### src/frb_pkg.sv
// Shared types and constants for the frame ring buffer.
`default_nettype none
package frb_pkg;

    // Default sizes of the frame store.
    localparam int MAX_FRAME_BYTES_DEF = 4096;
    localparam int MAX_SLOTS_DEF       = 16;

    // Configuration port.
    localparam int CFG_INDEX_W = 2;
    localparam int CFG_DATA_W  = 13;
    localparam int FRAMES_KEPT_W = 4;

    typedef enum logic [CFG_INDEX_W-1:0] {
        CFG_FRAME_BYTES = 2'd0,
        CFG_FRAMES_KEPT = 2'd1
    } cfg_index_t;

    localparam logic [CFG_DATA_W-1:0]    FRAME_BYTES_RESET = 13'd1024;
    localparam logic [FRAMES_KEPT_W-1:0] FRAMES_KEPT_RESET = 4'd15;

    // Word actions.
    localparam logic ACT_WRITE = 1'b0;
    localparam logic ACT_READ  = 1'b1;

    // Per-word request from the pointer control to the store and output stage.
    typedef struct packed {
        logic wr_en;
        logic rd_en;
        logic frame_end;
        logic underrun;
    } frb_req_t;

endpackage
`default_nettype wire

### src/frb_ctrl.sv
// Slot and offset pointers, fill count and underrun tracking for the frame ring.
`default_nettype none
module frb_ctrl #(
    parameter int OFF_W  = 12,
    parameter int SLOT_W = 4
) (
    input  wire logic                      aclk,
    input  wire logic                      aresetn,
    input  wire logic                      clear,
    input  wire logic                      fire,
    input  wire logic                      action,
    input  wire logic [OFF_W-1:0]          fb_last,
    input  wire logic [SLOT_W-1:0]         slot_last,
    output logic [SLOT_W+OFF_W-1:0]        addr,
    output frb_pkg::frb_req_t              req
);
    import frb_pkg::*;

    logic [SLOT_W-1:0] wslot_reg, wslot_next;
    logic [SLOT_W-1:0] rslot_reg, rslot_next;
    logic [SLOT_W-1:0] filled_reg, filled_next;
    logic [OFF_W-1:0]  woff_reg, woff_next;
    logic [OFF_W-1:0]  roff_reg, roff_next;
    logic              und_reg, und_next;

    logic und_now;
    logic w_last;
    logic r_last;

    // Switching action resets the other side's offset, so the offsets
    // held here are already the ones in force.
    assign w_last  = (woff_reg == fb_last);
    assign r_last  = (roff_reg == fb_last);
    assign und_now = (roff_reg == '0) ? (filled_reg == '0) : und_reg;

    always_comb begin
        wslot_next  = wslot_reg;
        rslot_next  = rslot_reg;
        filled_next = filled_reg;
        woff_next   = woff_reg;
        roff_next   = roff_reg;
        und_next    = und_reg;
        req         = '0;
        addr        = {rslot_reg, roff_reg};

        if (fire) begin
            if (action == ACT_WRITE) begin
                addr      = {wslot_reg, woff_reg};
                req.wr_en = 1'b1;
                roff_next = '0;
                und_next  = 1'b0;
                if (w_last) begin
                    woff_next  = '0;
                    wslot_next = (wslot_reg == slot_last) ? '0 : wslot_reg + 1'b1;
                    if (filled_reg == slot_last) begin
                        // full: drop oldest frame
                        rslot_next  = (rslot_reg == slot_last) ? '0 : rslot_reg + 1'b1;
                        filled_next = slot_last;
                    end else begin
                        filled_next = filled_reg + 1'b1;
                    end
                end else begin
                    woff_next = woff_reg + 1'b1;
                end
            end else begin
                req.rd_en     = 1'b1;
                req.frame_end = r_last;
                req.underrun  = und_now;
                woff_next     = '0;
                und_next      = und_now;
                if (r_last) begin
                    roff_next = '0;
                    if (!und_now) begin
                        rslot_next = (rslot_reg == slot_last) ? '0 : rslot_reg + 1'b1;
                        if (filled_reg != '0) begin
                            filled_next = filled_reg - 1'b1;
                        end
                    end
                end else begin
                    roff_next = roff_reg + 1'b1;
                end
            end
        end
    end

    always_ff @(posedge aclk) begin
        if (!aresetn || clear) begin
            wslot_reg  <= '0;
            rslot_reg  <= '0;
            filled_reg <= '0;
            woff_reg   <= '0;
            roff_reg   <= '0;
            und_reg    <= 1'b0;
        end else begin
            wslot_reg  <= wslot_next;
            rslot_reg  <= rslot_next;
            filled_reg <= filled_next;
            woff_reg   <= woff_next;
            roff_reg   <= roff_next;
            und_reg    <= und_next;
        end
    end

endmodule
`default_nettype wire

### config.mk
export PLATFORM = sky130hd
export DESIGN_NAME = frb_ctrl
export DESIGN_NICKNAME = d
export VERILOG_FILES = /design/src/frb_pkg.sv /design/src/frb_ctrl.sv
export SDC_FILE = /design/constraint.sdc
export NUM_CORES = 1
export LEC_CHECK = 0
export BUFFER_PORTS_ARGS = -buffer_cell sky130_fd_sc_hd__buf_2
export CELL_PAD_IN_SITES_DETAIL_PLACEMENT = 0
export CELL_PAD_IN_SITES_GLOBAL_PLACEMENT = 1
export CORE_ASPECT_RATIO = 1.1
export CORE_MARGIN = 1
export CORE_UTILIZATION = 46
export DETAILED_ROUTE_END_ITERATION = 10
export MAX_ROUTING_LAYER = met4
export PLACE_DENSITY = 0.84
export SETUP_SLACK_MARGIN = 0.4
export SYNTH_ARGS = -nofsm -noshare
export SYNTH_HDL_FRONTEND = slang
export SYNTH_SLANG_ARGS = --single-unit
### constraint.sdc
create_clock -name aclk -period 5.2 [get_ports aclk]
set_input_delay 0.52 -clock aclk [delete_from_list [all_inputs] [get_ports aclk]]
set_output_delay 0.52 -clock aclk [all_outputs]
set_load 0.02 [all_outputs]
==> metrics <==
multi-input gate area in the final layout=1690 µm²; final cell count without fillers=402; Max Cap Viol=0; RD Place Congestion=0.962; CTS resizes=0; Overall Global Routing Usage=0.229; data required time at the worst endpoint=4.68 ns; io pins=41; chip height=79.6 µm; clock tree buffer depth=2; clk slew on worst S/H paths=0.07 ns; GR met2 Demand/Resource=0.376; most instantiated library cell after synthesis=xor2_1; Initial DRC Count=117; yosys warns=0; total CTS buffers=5; placed insts=394; DP HPWL=4.51 mm; Yosys cell types=48; met3 Track Usage GR=0.0455; Async SR Flop Fraction=0; Pins Over Slew Limit=0; Power per Cell Area=211 nW/µm²; CTS tree=yes; crit path time final=2.48 ns; drt first pass iters=4; Clock Sinks=37; hold buffers post-CTS=0; row cnt=27; root buffer cell=clkbuf_8; vias in the first global route=2005; Slew @ Worst Pin=0.681 ns; Post-Route WL=5.92 mm; Syn Std Cell Area=2520 µm²; ANT nets after route=0; critical path type=flop to output port; htree depth=2; crit path DAT=1.96 ns; detail-routed net length per standard cell=14.7 µm; Filler cells=518; syn nets=322; antenna cell count=0; fin util=0.560; CP Capture Type=output port; worst-skew pair later-pin latency=0.29 ns; Setup Total Neg Slack=0 ns; layout cell share with drive strength beyond 1=0.224; initial antenna violation count=0; final setup fails=0; Commonest cells post-synth=42 x xor2_1, 40 x nor2_1, 37 x dfxtp_1; largest net degree at the start of global routing=24; HP Class=flop to flop; share of the synthesized area in the top cell type=0.294; via count=2159; Mapped Cells=293; gr busiest metal=met2; Crit Path Max Fanout=6; RSZ-0062 raised after global routing=false; Final Hold Vio Count=0; GR Util met1=0.286; final net count=358; Leak=1.22 nW; total grt overflow=0; period utilization=0.477; vias per inst=5.37; CP startpoint kind=flop; fmax=403 MHz; first-pass GRT wire length=9.89 mm; largest cells by area after synthesis=dfxtp_1 29%, xor2_1 15%, mux2_2 6.3%, nor2_1 6.0%, xnor2_1 4.9%; Syn Area/Cell=8.60 µm²; Core Region=5130 µm²; # port buffers=40; Post-synth EDFFs=0; number of setup buffers added after CTS=0; Register Area=741 µm²; Area growth, synth to finish=14.1%; Max-slew headroom=0.543; post-synthesis sequential area ratio=0.294; Peak VDD IR=0.118 mV; outcome=finished clean; Die Area=5780 µm²; dominant cell type by area after synthesis=dfxtp_1; DRC violations left=0; Main synth FF type=dfxtp_1; Seq cells post-synth=37; final hold slack=0.531 ns; initial core utilization=0.491; die width=72.6 µm; clock skew=0.00445 ns
==> worst max-delay path, cell delays in order (launching register included) <==
cell     delay, ns
dfxtp_1       0.49
xor2_1        0.14
nor4_2        0.39
nand3_2       0.24
nor3_1        0.21
buf_2         0.20
==> through the flow <==
stage | cell area, µm² | setup slack [ns] | power [W]
6_report | 2880 | 2.72 | 0.000607
5_1_grt | 2880 | 2.57 | 0.000628
4_1_cts | 2880 | 2.70 | 0.000612
3_5_place_dp | 2760 | 2.75 | 0.000352
3_3_place_gp | 2760 | 2.74 | 0.000352
2_1_floorplan | 2520 | 2.70 | 0.000330
==> layer usage <==
| layer | routed length, µm | vias to the layer above |
|---|---|---|
| li1 | - | 1097 |
| met1 | 2680 | 993 |
| met2 | 2820 | 64 |
| met3 | 336 | 5 |
| met4 | 80 | 0 |
| met5 | 0 | - |
==> final timing paths <==
path / start / endpoint / slack [ns] / cells past startpoint
worst max-delay path: roff_reg[8]$_SDFFE_PP0P_ / req[1] / 2.72 / 5
worst min-delay path: wslot_reg[3]$_SDFFE_PP0P_ / wslot_reg[3]$_SDFFE_PP0P_ / 0.53 / 2
worst max register to register: roff_reg[0]$_SDFFE_PP0P_ / rslot_reg[2]$_SDFFE_PP0P_ / 2.81 / 8
worst min register to register: wslot_reg[3]$_SDFFE_PP0P_ / wslot_reg[3]$_SDFFE_PP0P_ / 0.53 / 2
==> power by group <==
part	switching, W	internal, W	total [W]
Clock	0.000105	0.000156	0.000262
Sequential	0.00000127	0.000284	0.000285
Combinational	0.0000372	0.0000227	0.0000598
==> area by class of cell <==
class	count	area share
sequential	37	0.258
clock inverter	1	0.0104
tap	72	0.0313
clock buffer	7	0.0300
timing repair buffer	41	0.0722
multi-input combinational	235	0.587
inverter	9	0.0117
==> cell families after synthesis <==
logic type,synth area share
simple gates,0.235
xor+xnor,0.201
compound gates,0.107
flops,0.294
buf+inv,0.0367
mux,0.0864
fa+ha+maj,0.0397
==> layout by cell type, fill, tap and decap left out, types with 2 or more instances in the layout <==
| cell | instances |
|---|---|
| a31oi_1 | 3 |
| a32oi_1 | 2 |
| dfxtp_1 | 37 |
| nor2_1 | 40 |
| nor2b_1 | 2 |
| a21o_1 | 2 |
| xor2_1 | 42 |
| or3_1 | 3 |
| xnor2_1 | 14 |
| mux2_2 | 14 |
| a21oi_1 | 8 |
| and3_1 | 7 |
| nand2b_1 | 2 |
| o21ai_0 | 8 |
| nor3b_1 | 2 |
| inv_2 | 2 |
| nor4_1 | 5 |
| o21ai_1 | 3 |
| nand4_1 | 8 |
| clkbuf_8 | 6 |
| nor4_2 | 2 |
| nand3_1 | 14 |
| inv_1 | 7 |
| a32o_1 | 2 |
| ha_1 | 8 |
| nand2_1 | 16 |
| buf_2 | 40 |
| nor3_1 | 4 |
| mux2i_1 | 6 |
Power figures use the tool's default switching activity.
